$ cat src/rtl/hfd_pkg.sv
// Shared constants for the humidity and temperature frame decoder.
// Depends on nothing; every other file of the block uses it.
package hfd_pkg;

    localparam int ByteWidth    = 8;
    localparam int TickWidth    = 16;
    localparam int ProductWidth = 31;
    localparam int QuotWidth    = 15;
    localparam int TempWidth    = 15;
    localparam int HumWidth     = 14;

    localparam logic [ByteWidth-1:0] CrcInit = 8'hFF;
    localparam logic [ByteWidth-1:0] CrcPoly = 8'h31;

    localparam logic [ProductWidth-1:0] TempScale = 31'd17500;
    localparam logic [ProductWidth-1:0] HumScale  = 31'd12500;

    localparam logic [QuotWidth-1:0] TempOffset = 15'd4500;
    localparam logic [QuotWidth-1:0] HumOffset  = 15'd600;
    localparam logic [QuotWidth-1:0] HumCeil    = 15'd10600;
    localparam logic [HumWidth-1:0]  HumMax     = 14'd10000;

endpackage

$ cat src/rtl/hfd_frame_if.sv
// Handshake channel that carries one six-byte measurement frame per item.
// Depends on hfd_pkg for the byte width.
interface hfd_frame_if;

    logic                         valid;
    logic                         ready;
    logic [hfd_pkg::ByteWidth-1:0] temp_high;
    logic [hfd_pkg::ByteWidth-1:0] temp_low;
    logic [hfd_pkg::ByteWidth-1:0] temp_check;
    logic [hfd_pkg::ByteWidth-1:0] hum_high;
    logic [hfd_pkg::ByteWidth-1:0] hum_low;
    logic [hfd_pkg::ByteWidth-1:0] hum_check;

    modport source (
        output valid, temp_high, temp_low, temp_check, hum_high, hum_low, hum_check,
        input  ready
    );

    modport sink (
        input  valid, temp_high, temp_low, temp_check, hum_high, hum_low, hum_check,
        output ready
    );

endinterface

$ cat src/rtl/hfd_result_if.sv
// Handshake channel that carries one decoded temperature and humidity item.
// Depends on hfd_pkg for the field widths.
interface hfd_result_if;

    logic                                valid;
    logic                                ready;
    logic signed [hfd_pkg::TempWidth-1:0] temp_centi;
    logic                                temp_valid;
    logic        [hfd_pkg::HumWidth-1:0]  hum_centi;
    logic                                hum_valid;

    modport source (
        output valid, temp_centi, temp_valid, hum_centi, hum_valid,
        input  ready
    );

    modport sink (
        input  valid, temp_centi, temp_valid, hum_centi, hum_valid,
        output ready
    );

endinterface

$ cat src/rtl/hfd_crc8_byte.sv
// One byte of the CRC-8 update, polynomial 0x31, most significant bit first.
// Depends on hfd_pkg for the polynomial and the byte width.
module hfd_crc8_byte (
    input  logic [hfd_pkg::ByteWidth-1:0] crc_in,
    input  logic [hfd_pkg::ByteWidth-1:0] data,
    output logic [hfd_pkg::ByteWidth-1:0] crc_out
);
    import hfd_pkg::*;

    logic [ByteWidth-1:0] crc_work;

    always_comb
    begin
        crc_work = crc_in ^ data;
        for (int b = 0; b < ByteWidth; b++)
        begin
            if (crc_work[ByteWidth-1])
            begin
                crc_work = {crc_work[ByteWidth-2:0], 1'b0} ^ CrcPoly;
            end
            else
            begin
                crc_work = {crc_work[ByteWidth-2:0], 1'b0};
            end
        end
        crc_out = crc_work;
    end

endmodule

$ cat src/rtl/hfd_tick_scale.sv
// Floored division of a scaled tick product by 65535 without a divider.
// Depends on hfd_pkg for the product and quotient widths.
module hfd_tick_scale (
    input  logic [hfd_pkg::ProductWidth-1:0] product,
    output logic [hfd_pkg::QuotWidth-1:0]    quotient
);
    import hfd_pkg::*;

    localparam int SumWidth = ProductWidth + 1;

    logic [SumWidth-1:0] sum;

    // The sum x + floor(x / 2^16) + 1 shifted down by 16 is floor(x / 65535)
    // for every quotient below 2^16.
    assign sum = SumWidth'(product) + SumWidth'(product[ProductWidth-1:TickWidth])
               + SumWidth'(1);
    assign quotient = sum[TickWidth+QuotWidth-1:TickWidth];

endmodule

$ cat src/rtl/humidity_temp_frame_decode_unit.sv
// Decodes one humidity and temperature measurement frame per item.
// An accepted frame passes through the registered stages s1, s2 and s3 to its result item.
// Throughput is one item per cycle, set by the three register stages, unless result.ready stalls them.
// Reset clears the stage valid bits only; payload registers are not reset.
// Depends on hfd_pkg, hfd_frame_if, hfd_result_if, hfd_crc8_byte, hfd_tick_scale.
module humidity_temp_frame_decode_unit (
    input  logic         clk,
    input  logic         rst_n,
    hfd_frame_if.sink    frame,
    hfd_result_if.source result
);
    import hfd_pkg::*;

    logic                  s1_valid_reg;
    logic [ByteWidth-1:0]  s1_temp_crc_reg;
    logic [ByteWidth-1:0]  s1_hum_crc_reg;
    logic [TickWidth-1:0]  s1_temp_ticks_reg;
    logic [TickWidth-1:0]  s1_hum_ticks_reg;
    logic [ByteWidth-1:0]  s1_temp_check_reg;
    logic [ByteWidth-1:0]  s1_hum_check_reg;
    logic [ByteWidth-1:0]  s1_temp_crc_next;
    logic [ByteWidth-1:0]  s1_hum_crc_next;

    logic                    s2_valid_reg;
    logic                    s2_temp_ok_reg;
    logic                    s2_hum_ok_reg;
    logic [ProductWidth-1:0] s2_temp_prod_reg;
    logic [ProductWidth-1:0] s2_hum_prod_reg;
    logic [ByteWidth-1:0]    s2_temp_crc;
    logic [ByteWidth-1:0]    s2_hum_crc;
    logic                    s2_temp_ok_next;
    logic                    s2_hum_ok_next;
    logic [ProductWidth-1:0] s2_temp_prod_next;
    logic [ProductWidth-1:0] s2_hum_prod_next;

    logic                        s3_valid_reg;
    logic signed [TempWidth-1:0] s3_temp_centi_reg;
    logic                        s3_temp_ok_reg;
    logic [HumWidth-1:0]         s3_hum_centi_reg;
    logic                        s3_hum_ok_reg;
    logic [QuotWidth-1:0]        s3_temp_quot;
    logic [QuotWidth-1:0]        s3_hum_quot;
    logic [QuotWidth-1:0]        s3_hum_diff;
    logic signed [TempWidth-1:0] s3_temp_centi_next;
    logic [HumWidth-1:0]         s3_hum_centi_next;

    logic s1_ready;
    logic s2_ready;
    logic s3_ready;

    assign s3_ready    = !s3_valid_reg || result.ready;
    assign s2_ready    = !s2_valid_reg || s3_ready;
    assign s1_ready    = !s1_valid_reg || s2_ready;
    assign frame.ready = s1_ready;

    hfd_crc8_byte u_temp_crc_high (
        .crc_in  (CrcInit),
        .data    (frame.temp_high),
        .crc_out (s1_temp_crc_next)
    );

    hfd_crc8_byte u_hum_crc_high (
        .crc_in  (CrcInit),
        .data    (frame.hum_high),
        .crc_out (s1_hum_crc_next)
    );

    always_ff @(posedge clk or negedge rst_n)
    begin
        if (!rst_n)
        begin
            s1_valid_reg <= 1'b0;
        end
        else if (s1_ready)
        begin
            s1_valid_reg <= frame.valid;
        end
    end

    always_ff @(posedge clk)
    begin
        if (s1_ready && frame.valid)
        begin
            s1_temp_crc_reg   <= s1_temp_crc_next;
            s1_hum_crc_reg    <= s1_hum_crc_next;
            s1_temp_ticks_reg <= {frame.temp_high, frame.temp_low};
            s1_hum_ticks_reg  <= {frame.hum_high, frame.hum_low};
            s1_temp_check_reg <= frame.temp_check;
            s1_hum_check_reg  <= frame.hum_check;
        end
    end

    hfd_crc8_byte u_temp_crc_low (
        .crc_in  (s1_temp_crc_reg),
        .data    (s1_temp_ticks_reg[ByteWidth-1:0]),
        .crc_out (s2_temp_crc)
    );

    hfd_crc8_byte u_hum_crc_low (
        .crc_in  (s1_hum_crc_reg),
        .data    (s1_hum_ticks_reg[ByteWidth-1:0]),
        .crc_out (s2_hum_crc)
    );

    assign s2_temp_ok_next   = (s2_temp_crc == s1_temp_check_reg);
    assign s2_hum_ok_next    = (s2_hum_crc == s1_hum_check_reg);
    assign s2_temp_prod_next = ProductWidth'(s1_temp_ticks_reg) * TempScale;
    assign s2_hum_prod_next  = ProductWidth'(s1_hum_ticks_reg) * HumScale;

    always_ff @(posedge clk or negedge rst_n)
    begin
        if (!rst_n)
        begin
            s2_valid_reg <= 1'b0;
        end
        else if (s2_ready)
        begin
            s2_valid_reg <= s1_valid_reg;
        end
    end

    always_ff @(posedge clk)
    begin
        if (s2_ready && s1_valid_reg)
        begin
            s2_temp_ok_reg   <= s2_temp_ok_next;
            s2_hum_ok_reg    <= s2_hum_ok_next;
            s2_temp_prod_reg <= s2_temp_prod_next;
            s2_hum_prod_reg  <= s2_hum_prod_next;
        end
    end

    hfd_tick_scale u_temp_scale (
        .product  (s2_temp_prod_reg),
        .quotient (s3_temp_quot)
    );

    hfd_tick_scale u_hum_scale (
        .product  (s2_hum_prod_reg),
        .quotient (s3_hum_quot)
    );

    assign s3_hum_diff = s3_hum_quot - HumOffset;

    always_comb
    begin
        if (s2_temp_ok_reg)
        begin
            s3_temp_centi_next = TempWidth'(s3_temp_quot - TempOffset);
        end
        else
        begin
            s3_temp_centi_next = '0;
        end

        if (!s2_hum_ok_reg || s3_hum_quot < HumOffset)
        begin
            s3_hum_centi_next = '0;
        end
        else if (s3_hum_quot > HumCeil)
        begin
            s3_hum_centi_next = HumMax;
        end
        else
        begin
            s3_hum_centi_next = s3_hum_diff[HumWidth-1:0];
        end
    end

    always_ff @(posedge clk or negedge rst_n)
    begin
        if (!rst_n)
        begin
            s3_valid_reg <= 1'b0;
        end
        else if (s3_ready)
        begin
            s3_valid_reg <= s2_valid_reg;
        end
    end

    always_ff @(posedge clk)
    begin
        if (s3_ready && s2_valid_reg)
        begin
            s3_temp_centi_reg <= s3_temp_centi_next;
            s3_temp_ok_reg    <= s2_temp_ok_reg;
            s3_hum_centi_reg  <= s3_hum_centi_next;
            s3_hum_ok_reg     <= s2_hum_ok_reg;
        end
    end

    assign result.valid      = s3_valid_reg;
    assign result.temp_centi = s3_temp_centi_reg;
    assign result.temp_valid = s3_temp_ok_reg;
    assign result.hum_centi  = s3_hum_centi_reg;
    assign result.hum_valid  = s3_hum_ok_reg;

`ifndef ASSERT_OFF
    a_accept_fills_stage1: assert property (@(posedge clk) disable iff (!rst_n)
        frame.valid && frame.ready |=> s1_valid_reg)
        else $error("Accepted frame did not reach the first stage.");

    a_stall_holds_stage2: assert property (@(posedge clk) disable iff (!rst_n)
        s2_valid_reg && !s3_ready |=> s2_valid_reg && $stable(s2_temp_prod_reg))
        else $error("Second stage lost its item during a stall.");

    a_bad_temp_zero: assert property (@(posedge clk) disable iff (!rst_n)
        result.valid && !result.temp_valid |-> result.temp_centi == '0)
        else $error("Temperature with a failed check is not zero.");

    a_hum_in_range: assert property (@(posedge clk) disable iff (!rst_n)
        result.valid |-> result.hum_centi <= HumMax)
        else $error("Humidity exceeds full scale.");
`endif

endmodule
$ cat src/flat_wrapper.sv
// flat-port wrapper written by rule: the top's interface ports become plain ports
module humidity_temp_frame_decode_unit_flat import hfd_pkg::*;
  (clk, rst_n, frame_valid, frame_temp_high, frame_temp_low, frame_temp_check, frame_hum_high, frame_hum_low, frame_hum_check, frame_ready, result_valid, result_temp_centi, result_temp_valid, result_hum_centi, result_hum_valid, result_ready);
  hfd_frame_if frame_i ();
  hfd_result_if result_i ();
  input  logic clk;
  input  logic rst_n;
  input wire logic [$bits(frame_i.valid)-1:0] frame_valid;
  input wire logic [$bits(frame_i.temp_high)-1:0] frame_temp_high;
  input wire logic [$bits(frame_i.temp_low)-1:0] frame_temp_low;
  input wire logic [$bits(frame_i.temp_check)-1:0] frame_temp_check;
  input wire logic [$bits(frame_i.hum_high)-1:0] frame_hum_high;
  input wire logic [$bits(frame_i.hum_low)-1:0] frame_hum_low;
  input wire logic [$bits(frame_i.hum_check)-1:0] frame_hum_check;
  output wire logic [$bits(frame_i.ready)-1:0] frame_ready;
  output wire logic [$bits(result_i.valid)-1:0] result_valid;
  output wire logic [$bits(result_i.temp_centi)-1:0] result_temp_centi;
  output wire logic [$bits(result_i.temp_valid)-1:0] result_temp_valid;
  output wire logic [$bits(result_i.hum_centi)-1:0] result_hum_centi;
  output wire logic [$bits(result_i.hum_valid)-1:0] result_hum_valid;
  input wire logic [$bits(result_i.ready)-1:0] result_ready;
  assign frame_i.valid = frame_valid;
  assign frame_i.temp_high = frame_temp_high;
  assign frame_i.temp_low = frame_temp_low;
  assign frame_i.temp_check = frame_temp_check;
  assign frame_i.hum_high = frame_hum_high;
  assign frame_i.hum_low = frame_hum_low;
  assign frame_i.hum_check = frame_hum_check;
  assign frame_ready = frame_i.ready;
  assign result_valid = result_i.valid;
  assign result_temp_centi = result_i.temp_centi;
  assign result_temp_valid = result_i.temp_valid;
  assign result_hum_centi = result_i.hum_centi;
  assign result_hum_valid = result_i.hum_valid;
  assign result_i.ready = result_ready;
  humidity_temp_frame_decode_unit u_core (.clk(clk), .rst_n(rst_n), .frame(frame_i), .result(result_i));
endmodule
$ cat config.mk
export PLATFORM = sky130hd
export DESIGN_NAME = humidity_temp_frame_decode_unit_flat
export DESIGN_NICKNAME = d
export VERILOG_FILES = /design/src/rtl/hfd_pkg.sv /design/src/rtl/hfd_frame_if.sv /design/src/rtl/hfd_result_if.sv /design/src/rtl/hfd_crc8_byte.sv /design/src/rtl/hfd_tick_scale.sv /design/src/rtl/humidity_temp_frame_decode_unit.sv /design/src/flat_wrapper.sv
export SDC_FILE = /design/constraint.sdc
export NUM_CORES = 1
export LEC_CHECK = 0
export BUFFER_PORTS_ARGS = -buffer_cell sky130_fd_sc_hd__buf_2
export CAP_MARGIN = 0
export CORE_MARGIN = 2
export CORE_UTILIZATION = 45
export CTS_BUF_LIST = sky130_fd_sc_hd__clkbuf_16
export CTS_CLUSTER_SIZE = 25
export DETAILED_ROUTE_END_ITERATION = 6
export PLACE_DENSITY = 0.59
export SKIP_LAST_GASP = 1
export SLEW_MARGIN = 10
export SYNTH_ARGS = -nofsm -noshare
export SYNTH_HDL_FRONTEND = slang
export SYNTH_SLANG_ARGS = --single-unit
export TNS_END_PERCENT = 5
$ cat constraint.sdc
create_clock -name clk -period 8.4 [get_ports clk]
set_clock_uncertainty 0.1 [all_clocks]
set_input_delay 1.68 -clock clk [delete_from_list [all_inputs] [get_ports clk]]
set_output_delay 1.68 -clock clk [all_outputs]
set_load 0.05 [all_outputs]
# Word-level counts from Yosys, hierarchy flattened
# Cells that the tools add are included.
[totals]
ff_bits = 157
in_bits = 52
out_inout_bits = 33
[op_classes]
addsub = 6
mul = 2
magnitude_cmp = 2
eq_ne = 2
mux = 33
n_bitwise = 36
reduce_logical = 12
[op_table]
columns = ["operator", "n"]
rows = [
  ["6-bit 2-to-1 mux", 32],
  ["3-bit NOT", 32],
  ["31-bit by 1-bit adder with 31-bit output, second input constant", 2],
  ["30-bit by 14-bit adder with 31-bit output", 1],
  ["31-bit by 15-bit adder with 31-bit output", 1],
  ["16-bit by 13-bit multiplier with 29-bit output, second input constant", 1],
  ["16-bit by 12-bit multiplier with 28-bit output, second input constant", 1],
  ["8-bit equality test", 2],
  ["8-bit NOT", 2],
  ["8-bit XOR", 2],
  ["15-bit by 14-bit greater-than comparator with 1-bit output, second input constant", 1],
  ["15-bit by 10-bit < comparator with 1-bit output, second input constant", 1],
  ["15-bit by 13-bit subtractor with 15-bit output, second input constant", 1],
  ["14-bit 2-to-1 mux", 1],
  ["14-bit by 10-bit subtractor with 14-bit output, second input constant", 1],
  ["1-bit logical NOT", 4],
  ["1-bit logical OR", 4],
  ["1-bit logical AND", 3],
  ["2-bit OR reduction", 1],
]

# Depth between registers and ports, before layout
# Gate-level depths: netlist (run 1).
[depth]
depth_word = 18
mapped_depth = 19

# Hierarchy
# From an unflattened synthesis (run 1), not the netlist that was laid out.
[hier_totals]
cells_unflattened = 1293
hier_area_um2 = 14477.6
[modules_own_cells]
columns = ["mod", "n_inst", "cells_each", "area_per_inst_um2", "seq_area_each_um2"]
rows = [
  ["humidity_temp_frame_decode_unit", 1, 1077, 12448.2, 4699.5],
  ["hfd_tick_scale", 2, 70, 584.3, 0.0],
  ["hfd_crc8_byte", 4, 19, 215.2, 0.0],
]

# Worst setup path after synthesis (run 1)
# OpenSTA, ideal clock, no wires.
[synth_timing]
path_kind = "register to register"
startpoint = "reg u_core.s1_temp_ticks_reg[10]"
endpoint = "reg u_core.s2_temp_prod_reg[29] (data pin)"
setup_ns = 0.258
t_arrival_ns = 4.612
path_slack_ns = 3.431
stages_incl_launch_ff = 20
path_buffers = 0
path_cell_list = "edfxtp_1 ha_1 inv_1 fa_1 inv_1 ha_1 fa_1 inv_1 fa_1 inv_1 ha_1 a21oi_1 o22a_1 o41ai_1 a21oi_1 nor3_1 or3_1 a31o_2 a21oi_1 xnor2_1"
[synth_via]
elab_chain_len = 1
[synth_lines]
columns = ["item", "line", "rtl"]
rows = [
  ["start: declaration", "humidity_temp_frame_decode_unit.sv:17", "logic [TickWidth-1:0] s1_temp_ticks_reg;"],
  ["start signal: assignment", "humidity_temp_frame_decode_unit.sv:86", "s1_temp_ticks_reg <= {frame.temp_high, frame.temp_low};"],
  ["16-bit by 13-bit multiplier with 29-bit output", "humidity_temp_frame_decode_unit.sv:107", "assign s2_temp_prod_next = ProductWidth'(s1_temp_ticks_reg) * TempScale;"],
  ["named net u_core.s2_temp_prod_next[29]", "humidity_temp_frame_decode_unit.sv:33", "logic [ProductWidth-1:0] s2_temp_prod_next;"],
  ["end signal: assignment", "humidity_temp_frame_decode_unit.sv:128", "s2_temp_prod_reg <= s2_temp_prod_next;"],
  ["end: declaration", "humidity_temp_frame_decode_unit.sv:27", "logic [ProductWidth-1:0] s2_temp_prod_reg;"],
]
# The timed path passes the listed nets, and every way through them passes these cells.
# A chain may end at the register's enable or synchronous reset.

# Worst setup path after layout (run 1)
# Ends and elaborated chain as after synthesis.

==> flow_metrics.tcl, run 1 <==
set metrics [dict create \
    grt_start_max_net_pins 65 \
    synth_top_family_by_area "adder cells" \
    hold_viol 0 \
    post_drt_wl_per_cell_um 15.05 \
    gr-usage-all-layers_pct 17.68 \
    cp.required_ns 8.47 \
    swShare_pct 43.41 \
    p_comb_share_pct 57.7 \
    grtUsageMet3_pct 2.405 \
    synth-adder-area-share_pct 34.30 \
    post_cts_buffers 0 \
    synthDominantCellAreaShare_pct 34.30 \
    overflow 0 \
    met2_usage_pct 25.76 \
    tightest_slew_ns 0.8114 \
    die-width_um 177.1 \
    die_h_um 177.1 \
    drive_gt1_share_pct 9.819 \
    htreeDepth 4 \
    busiest_layer "met1" \
    total_power_mw 5.111 \
    synth_seq_cells 157 \
    synthCells 1209 \
    synthFlopType "edfxtp_1" \
    path_cells "ha_1 > inv_1 > fa_1 > inv_1 > ha_1 > fa_1 > inv_1 > fa_1 > inv_1 > ha_1 > a21oi_1 > o22a_1 > o41ai_1 > a21oi_1 > nor3_1 > or3_1 > a31o_2 > a21oi_1 > xnor2_1" \
    cts_buffer_depth 2 \
    ys_top_cells_by_count "ha_1, inv_1, edfxtp_1" \
    start_kind "flip-flop" \
    p_per_area_mw_per_mm2 341.3 \
    cts_num_sinks 157 \
    p_switching_mw 2.219 \
    synth-edff-count 154 \
    rsz0062_at_grt "no" \
    antenna_cells 0 \
    num_rows 63 \
    p_clk_share_pct 14.9 \
    yosysMostFrequentCell "ha_1" \
    critPathMaxStageDelay_ns 0.52 \
    grt_use_met1_pct 27.54 \
    antenna_found_initial 0 \
    io_pins 85 \
    initial_core_util_pct 45.60 \
    syn_area_per_cell_um2 11.15 \
    tritoncts "built" \
    synth_fp_nets 1580 \
    report.final.slew_viol_count 0 \
    synthMuxAreaShare_pct 0.07425 \
    die_area_mm2 0.03136 \
    maxCapViolations 0 \
    area_delta_synth_final_pct 11.08 \
    hold_class "reg -> reg" \
    sequentialPowerShare_pct 27.4 \
    fin_crit_sh_pct 64.43 \
    cts_hold_buffers 0 \
    synth_top_area_cell "edfxtp_1" \
    gp_congestion 0.8790 \
    coreArea_mm2 0.02956 \
    synthXorXnorAreaFrac_pct 9.031 \
    grt_pass1_vias 8442 \
    numPortBuffers 84 \
    slew_headroom_pct 45.91 \
    crit_type "reg -> reg" \
    endpoint_kind "flip-flop" \
    cts_resized 0 \
    yosysSeqAreaShare_pct 34.86 \
    yosysWarnings 0 \
    fin_crit_ns 5.412 \
    nets 1682 \
    worstPathArrival_ns 5.48 \
    n_fill_cell 2700 \
    synth_compound_area_share_pct 8.353 \
    drc 0 \
    p_int_mw 2.892 \
    reg2reg_from "u_core.s1_temp_ticks_reg[10]" \
    synth_area_leaders "edfxtp_1, ha_1, fa_1" \
    p_leak_nw 7.064 \
    critical_path.startpoint "u_core.s1_temp_ticks_reg[10]" \
    crit_buf_inv 4 \
    hp-start "u_core.s2_hum_ok_reg" \
    yosys.area_share.simple_pct 7.017 \
    synthArstFlopShare_pct 1.911 \
    drtAntennaViolNets 0 \
    vias_per_cell 4.860 \
    via_count 8330 \
    multi_input_area_mm2 0.007926 \
    synth_area_mm2 0.01348 \
    ir_drop_v 0.0001542 \
    tns_ns 0 \
    cts_root_buf "clkbuf_16" \
    cp_top_family "adder cells" \
    max_freq_ghz 0.1848 \
    wl_um 25790 \
    worstSkewPairLatency_ns 0.42 \
    cp_max_fo 6 \
    place_hpwl_um 20980 \
    cts_buffers 17 \
    synthDistinctLibCells 56 \
    clk_pin_slew_ns 0.07 \
    grt_pass1_wl_um 43370 \
    setup_viol 0 \
    drtPass1Iterations 6 \
    crit_top_cell "inv_1" \
    outcome "finished clean" \
    critPathSlowestCell "fa_1" \
    largest_reg_flops 29 \
    register_area_mm2 0.004700 \
    rrSetupSlack_ns 2.99 \
    drt-initial-drc-count 426 \
]
## area by class of cell
cell class | instances | area share (%)
flip-flops and latches | 157 | 31.38
well taps | 390 | 3.259
repair buffers | 87 | 2.958
inverters | 224 | 5.615
clock inverters | 15 | 1.011
clock buffers | 17 | 2.841
multi-input cells | 824 | 52.93
## per-stage QoR
step	area (µm²)	worst slack (ns)	hold WS [ns]	utilization, %	cells
after global routing	14970	2.628	0.3967	50.66	1714
after detailed placement	14400	3.010	0.3548	48.71	1682
after global placement	14400	3.116	0.3571	48.71	1682
after floorplan	13480	3.431	0.3348	-	1209
after CTS	14970	2.985	0.3704	50.66	1714
final	14970	2.988	0.3716	50.66	1714
## power by group through the flow
stage	combinational [mW]	clock, mW	sequential (mW)
after floorplan	2.23	0	1.45
after detailed placement	2.93	0	1.42
final	2.95	0.764	1.40
after CTS	2.96	0.783	1.40
after global placement	2.91	0	1.42
after global routing	3.40	0.816	1.43
## per-layer routing
layer / vias to the layer above / wire (µm)
met1: 3823 / 14240
met4: 0 / 304
met2: 147 / 10420
met5: - / 0
li1: 4340 / -
met3: 20 / 828
## logic make-up (layout without fill, tap and decap cells)
kind of cell,Yosys count,after routing
AO/OA/AOI/OAI,176,176
XOR/XNOR,139,139
adder cells (fa/ha/maj),320,320
buffers and inverters,228,343
flip-flops,157,157
multiplexers,1,1
AND/OR/NAND/NOR,188,188
## layout by cell type (no fill, tap or decap), drive strengths merged, types with 19 or more instances in the layout
cell	netlist	final
ha	236	236
inv	224	232
edfxtp	154	154
buf	1	87
xnor2	86	86
fa	83	83
a21oi	60	60
xor2	53	53
nand2	47	47
nor2	41	41
o21ai	34	34
a21o	19	19
## worst paths after layout
kind	endpoint	cells past startpoint
worst max register to register	u_core.s2_temp_prod_reg[29]	19
worst min-delay path	u_core.result.hum_valid	0
worst min register to register	u_core.result.hum_valid	0
max in group asynchronous	u_core.s1_valid_reg	1
worst max-delay path	u_core.s2_temp_prod_reg[29]	19
min in group asynchronous	u_core.s2_valid_reg	1
Power figures use the tool's default switching activity.
==> run 2: changes to the inputs <==
--- a/config.mk
+++ b/config.mk
@@ -12,7 +12,7 @@
 export CTS_BUF_LIST = sky130_fd_sc_hd__clkbuf_16
 export CTS_CLUSTER_SIZE = 25
 export DETAILED_ROUTE_END_ITERATION = 6
-export PLACE_DENSITY = 0.59
+export PLACE_DENSITY = 0.61
 export SKIP_LAST_GASP = 1
 export SLEW_MARGIN = 10
 export SYNTH_ARGS = -nofsm -noshare
==> constraint.sdc (replaced) <==
create_clock -name clk -period 4.6 [get_ports clk]
set_clock_uncertainty 0.1 [all_clocks]
set_input_delay 0.92 -clock clk [delete_from_list [all_inputs] [get_ports clk]]
set_output_delay 0.92 -clock clk [all_outputs]
set_load 0.05 [all_outputs]
==> flow_metrics.tcl, run 2 (synthesized netlist as in run 1, its figures left out) <==
set metrics [dict create \
    drive_gt1_share_pct 22.76 \
    io_pins 85 \
    crit_top_cell "ha_1" \
    hold_viol 0 \
    grt_pass1_vias 9077 \
    overflow 0 \
    rrSetupSlack_ns -0.18 \
    grt_start_max_net_pins 31 \
    endpoint_kind "flip-flop" \
    outcome "complete, but fails checks" \
    fin_crit_ns 4.781 \
    instances_no_fill 1866 \
    slew_headroom_pct 49.29 \
    post-route-util_pct 55.99 \
    ir_drop_v 0.0003303 \
    layout_common_cells "ha_1, inv_1, edfxtp_1" \
    total_power_mw 10.72 \
    cp_max_fo 4 \
    sequentialPowerShare_pct 23.5 \
    antenna_cells 0 \
    cts_num_sinks 157 \
    rsz0062_at_grt "yes" \
    clk_pin_slew_ns 0.07 \
    violations "negative setup slack" \
    place_inst 1820 \
    cts_buffer_depth 2 \
    maxCapViolations 0 \
    cp_top_family "adder cells" \
    die_area_mm2 0.03136 \
    drc 0 \
    n_fill_cell 2602 \
    swShare_pct 40.81 \
    grt_pass1_wl_um 44570 \
    critPathSlowestCell "fa_2" \
    max_freq_ghz 0.2091 \
    p_int_mw 6.344 \
    num_rows 63 \
    die_h_um 177.1 \
    start_kind "flip-flop" \
    p_comb_share_pct 62.5 \
    worstPathArrival_ns 4.87 \
    report.final.slew_viol_count 0 \
    die-width_um 177.1 \
    drtPass1Iterations 4 \
    crit_buf_inv 3 \
    wl_um 26460 \
    placement.cell_area_mm2 0.01568 \
    r2r-end "u_core.s2_temp_prod_reg[29]" \
    cts_root_buf "clkbuf_16" \
    place_hpwl_um 22100 \
    multi_input_area_mm2 0.008280 \
    drt-initial-drc-count 353 \
    drtAntennaViolNets 0 \
    p_switching_mw 4.375 \
    initial_core_util_pct 45.60 \
    tritoncts "built" \
    post_drt_wl_per_cell_um 14.18 \
    fin_ws_ns -0.1814 \
    p_per_area_mw_per_mm2 647.7 \
    hold_class "in -> async" \
    gr-usage-all-layers_pct 17.92 \
    path_cells "buf_4 > ha_1 > fa_2 > ha_1 > ha_1 > inv_1 > fa_1 > inv_1 > ha_1 > o21a_1 > o21ai_2 > o41ai_4 > a21oi_2 > nor3_2 > or3_1 > a31o_2 > a21oi_2 > xnor2_1" \
    p_leak_nw 7.861 \
    critical_path.startpoint "u_core.s1_temp_ticks_reg[7]" \
    final_area_mm2 0.01655 \
    reg2reg_from "u_core.s1_temp_ticks_reg[7]" \
    largest_reg_flops 29 \
    via_count 8906 \
    nets 1834 \
    cts_buffers 17 \
    register_area_mm2 0.004700 \
    gp_congestion 0.8522 \
    mostFrequentLayoutCell "ha_1" \
    whs_ns 0.1753 \
    area_delta_synth_final_pct 22.77 \
    numPortBuffers 84 \
    fin_crit_sh_pct 103.9 \
    cp.required_ns 4.68 \
    p_clk_share_pct 14.0 \
    antenna_found_initial 1 \
    crit_type "reg -> reg" \
    coreArea_mm2 0.02956 \
    reg2regPathDepth 18 \
    htreeDepth 4 \
    critPathMaxStageDelay_ns 0.55 \
    vias_per_cell 4.773 \
    setup_viol 11 \
    tightest_slew_ns 0.7606 \
    worstSkewPairLatency_ns 0.43 \
]
## run 2: changes by cell type in the layout (fill, tap and decap cells not counted), sizes merged
cell	delta
buf	+152
bufinv	+2
clkinv	-1
clkinvlp	-1
## run 2: routing by layer
layer	part of all wire (%)	up-vias	routed length [µm]	global-route usage (%)
li1	-	4631	-	-
met1	52	4112	13780	26.40
met2	44	143	11560	27.93
met3	3.1	20	818	2.685
met4	1.1	0	293	3.891
met5	0	-	0	0
## run 2: repair_timing
| action | 4_1_cts | 5_1_grt |
|---|---|---|
| pin swaps | 4 | 35 |
| resized for setup | 5 | 25 |
| hold buffers | 0 | 0 |
| endpoints found under the setup margin | 14 | 20 |
| buffers inserted | 5 | 8 |
## run 2: worst reg2reg max path, stage by stage (launching register included)
cell	delay (ns)
edfxtp_1	0.45
buf_4	0.18
ha_1	0.29
fa_2	0.55
ha_1	0.23
ha_1	0.27
inv_1	0.05
fa_1	0.53
inv_1	0.04
ha_1	0.32
o21a_1	0.19
o21ai_2	0.18
o41ai_4	0.10
a21oi_2	0.21
nor3_2	0.07
or3_1	0.33
a31o_2	0.25
a21oi_2	0.14
xnor2_1	0.08
## run 2: final cells by class
type	count	share of cell area, %
clock buffers	17	2.571
clock inverters	15	1.225
inverters	224	5.096
multi-input cells	824	50.03
flip-flops and latches	157	28.40
well taps	390	2.949
repair buffers	239	9.730
## run 2: worst max path at each step
stage / to / slack (ns) / cells after the start
global route: u_core.s2_temp_prod_reg[29] / -0.34 / 18
CTS: u_core.s2_temp_prod_reg[29] / -0.12 / 19
global placement: u_core.s2_hum_prod_reg[28] / -0.17 / 17
floorplan: u_core.s2_temp_prod_reg[29] / -0.003 / 19
finish: u_core.s2_temp_prod_reg[29] / -0.18 / 18
detailed placement: u_core.s2_hum_prod_reg[28] / -0.22 / 17
## run 2: power by group through the flow
stage	Clock, mW	Sequential [mW]	Combinational, mW
6_report	1.50	2.52	6.70
5_1_grt	1.58	2.56	7.63
4_1_cts	1.53	2.52	6.71
3_5_place_dp	0	2.55	6.58
3_3_place_gp	0	2.55	6.49
2_1_floorplan	0	2.65	4.42
## run 2: metrics by stage
| stage | worst slack [ns] | setup TNS (ns) |
|---|---|---|
| after global routing | -0.3375 | -3.758 |
| after detailed placement | -0.2162 | -0.9840 |
| after CTS | -0.1247 | -0.8362 |
| after global placement | -0.1721 | -0.5711 |
| after floorplan | -0.003257 | -0.005829 |
| final | -0.1814 | -0.6555 |
==> run 3: changes to the inputs <==
--- a/config.mk
+++ b/config.mk
@@ -12,7 +12,7 @@
 export CTS_BUF_LIST = sky130_fd_sc_hd__clkbuf_16
 export CTS_CLUSTER_SIZE = 25
 export DETAILED_ROUTE_END_ITERATION = 6
-export PLACE_DENSITY = 0.61
+export PLACE_DENSITY = 0.59
 export SKIP_LAST_GASP = 1
 export SLEW_MARGIN = 10
 export SYNTH_ARGS = -nofsm -noshare
==> constraint.sdc (replaced) <==
create_clock -name clk -period 5.54 [get_ports clk]
set_clock_uncertainty 0.1 [all_clocks]
set_input_delay 1.108 -clock clk [delete_from_list [all_inputs] [get_ports clk]]
set_output_delay 1.108 -clock clk [all_outputs]
set_load 0.05 [all_outputs]
==> flow_metrics.tcl, run 3 (synthesized netlist as in run 1, its figures left out) <==
set metrics [dict create \
    mostFrequentLayoutCell "ha_1" \
    hold_class "in -> async" \
    io_pins 85 \
    slew_headroom_pct 51.90 \
    num_rows 63 \
    die_area_mm2 0.03136 \
    numPortBuffers 84 \
    fin_crit_sh_pct 94.88 \
    gp_congestion 0.8657 \
    gr-usage-all-layers_pct 17.76 \
    max_freq_ghz 0.1903 \
    place_hpwl_um 21150 \
    cts_root_buf "clkbuf_16" \
    rrSetupSlack_ns 0.28 \
    ir_drop_v 0.0001838 \
    drive_gt1_share_pct 11.12 \
    total_power_mw 7.784 \
    grt_pass1_wl_um 43350 \
    antenna_cells 0 \
    fin_ws_ns 0.2839 \
    drt-initial-drc-count 400 \
    n_fill_cell 2709 \
    grt_start_max_net_pins 60 \
    fin_crit_ns 5.256 \
    path_cells "ha_1 > fa_1 > ha_1 > inv_1 > fa_1 > fa_1 > inv_1 > ha_1 > o21a_1 > o21ai_0 > o41ai_1 > a21oi_1 > nor3_1 > or3_1 > a31o_2 > a21oi_1 > xnor2_1" \
    reg2reg_from "u_core.s1_temp_ticks_reg[7]" \
    tightest_slew_ns 0.7215 \
    initial_core_util_pct 45.60 \
    nets 1699 \
    cts_buffers 17 \
    maxCapViolations 0 \
    cts_buffer_depth 2 \
    largest_reg_flops 29 \
    crit_type "reg -> reg" \
    drtPass1Iterations 5 \
    outcome "finished clean" \
    area_delta_synth_final_pct 12.08 \
    hold_viol 0 \
    report.final.slew_viol_count 0 \
    via_count 8317 \
    crit_buf_inv 2 \
    die-width_um 177.1 \
    vias_per_cell 4.808 \
    worstPathArrival_ns 5.33 \
    htreeDepth 4 \
    coreArea_mm2 0.02956 \
    overflow 0 \
    start_kind "flip-flop" \
    cp_max_fo 6 \
    post_drt_wl_per_cell_um 15.01 \
    grt_pass1_vias 8468 \
    p_leak_nw 7.152 \
    r2r-end "u_core.s2_temp_prod_reg[29]" \
    critPathMaxStageDelay_ns 0.55 \
    p_per_area_mw_per_mm2 515.2 \
    reg2regPathDepth 17 \
    cp.required_ns 5.62 \
    rsz0062_at_grt "yes" \
    antenna_found_initial 1 \
    cp_top_family "adder cells" \
    cts_num_sinks 157 \
    wl_um 25970 \
    layout_common_cells "ha_1, inv_1, edfxtp_1" \
    cts_hold_buffers 0 \
    pre_cts_ws_ns 0.1714 \
    endpoint_kind "flip-flop" \
    clk_pin_slew_ns 0.08 \
    die_h_um 177.1 \
    drtAntennaViolNets 0 \
    critPathSlowestCell "edfxtp_1" \
    setup_viol 0 \
    tritoncts "built" \
    tns_ns 0 \
    drc 0 \
    worstSkewPairLatency_ns 0.43 \
]
run 3: changes by cell type in the layout (fill, tap and decap cells not counted), sizes merged:
cell	change
buf	-135
bufinv	-2
clkinv	+1
run 3: report_power, final:
group	internal, mW	switching [mW]
clock network	0.635	0.532
logic	1.94	2.56
registers	1.84	0.277
total	4.41	3.37
run 3: repair_timing:
action	in CTS	in global routing
endpoints found under the setup margin	0	3
buffers inserted	0	11
gates resized for setup	0	3
run 3: layout make-up:
cell class / instances / area (µm²) / share of cell area (%)
repair buffers: 104 / 570.5 / 3.776
multi-input cells: 824 / 7935 / 52.52
flip-flops and latches: 157 / 4700 / 31.11
inverters: 224 / 840.8 / 5.565
clock inverters: 14 / 148.9 / 0.9855
clock buffers: 17 / 425.4 / 2.816
well taps: 390 / 488.0 / 3.230
run 3: stage by stage:
| stage | cell area (µm²) | hold slack, ns | instances | utilization, % |
|---|---|---|---|---|
| 2_1_floorplan | 13480 | 0.3348 | 1209 | - |
| 3_3_place_gp | 14440 | 0.3579 | 1688 | 48.86 |
| 3_5_place_dp | 14440 | 0.3586 | 1688 | 48.86 |
| 4_1_cts | 15020 | 0.3468 | 1719 | 50.80 |
| 5_1_grt | 15110 | 0.3570 | 1730 | 51.11 |
| 6_report | 15110 | 0.3692 | 1730 | 51.11 |
run 3: layer usage:
metal  routed length (µm)  GRT usage, %  vias to the layer above
met3                 1047         2.556                       11
li1                     -             -                     4377
met4                  186         4.029                        0
met1                13730         26.75                     3795
met5                    0             0                        -
met2                11010         26.98                      134
run 3: how the worst max path moves through the flow:
stage	slack [ns]	end	cells past startpoint	startpoint
floorplan	0.57	u_core.s2_temp_prod_reg[29]	19	u_core.s1_temp_ticks_reg[10]
global placement	0.25	u_core.s2_temp_prod_reg[29]	19	u_core.s1_temp_ticks_reg[10]
detailed placement	0.17	u_core.s2_temp_prod_reg[30]	17	u_core.s1_temp_ticks_reg[9]
CTS	0.14	u_core.s2_temp_prod_reg[30]	17	u_core.s1_temp_ticks_reg[9]
global route	-0.02	u_core.s2_temp_prod_reg[29]	17	u_core.s1_temp_ticks_reg[7]
finish	0.28	u_core.s2_temp_prod_reg[29]	17	u_core.s1_temp_ticks_reg[7]
run 3: worst register-to-register path, delay by kind of cell, from the launching register on:
kind                       cells  cell delay, ns
AOI/OAI and AO/OA              6            1.17
xor gates and xnor gates       1            0.08
adders and majority gates      6            2.49
buffers and inverters          2            0.11
DFF                            1            0.55
and+or+nand+nor                2            0.51
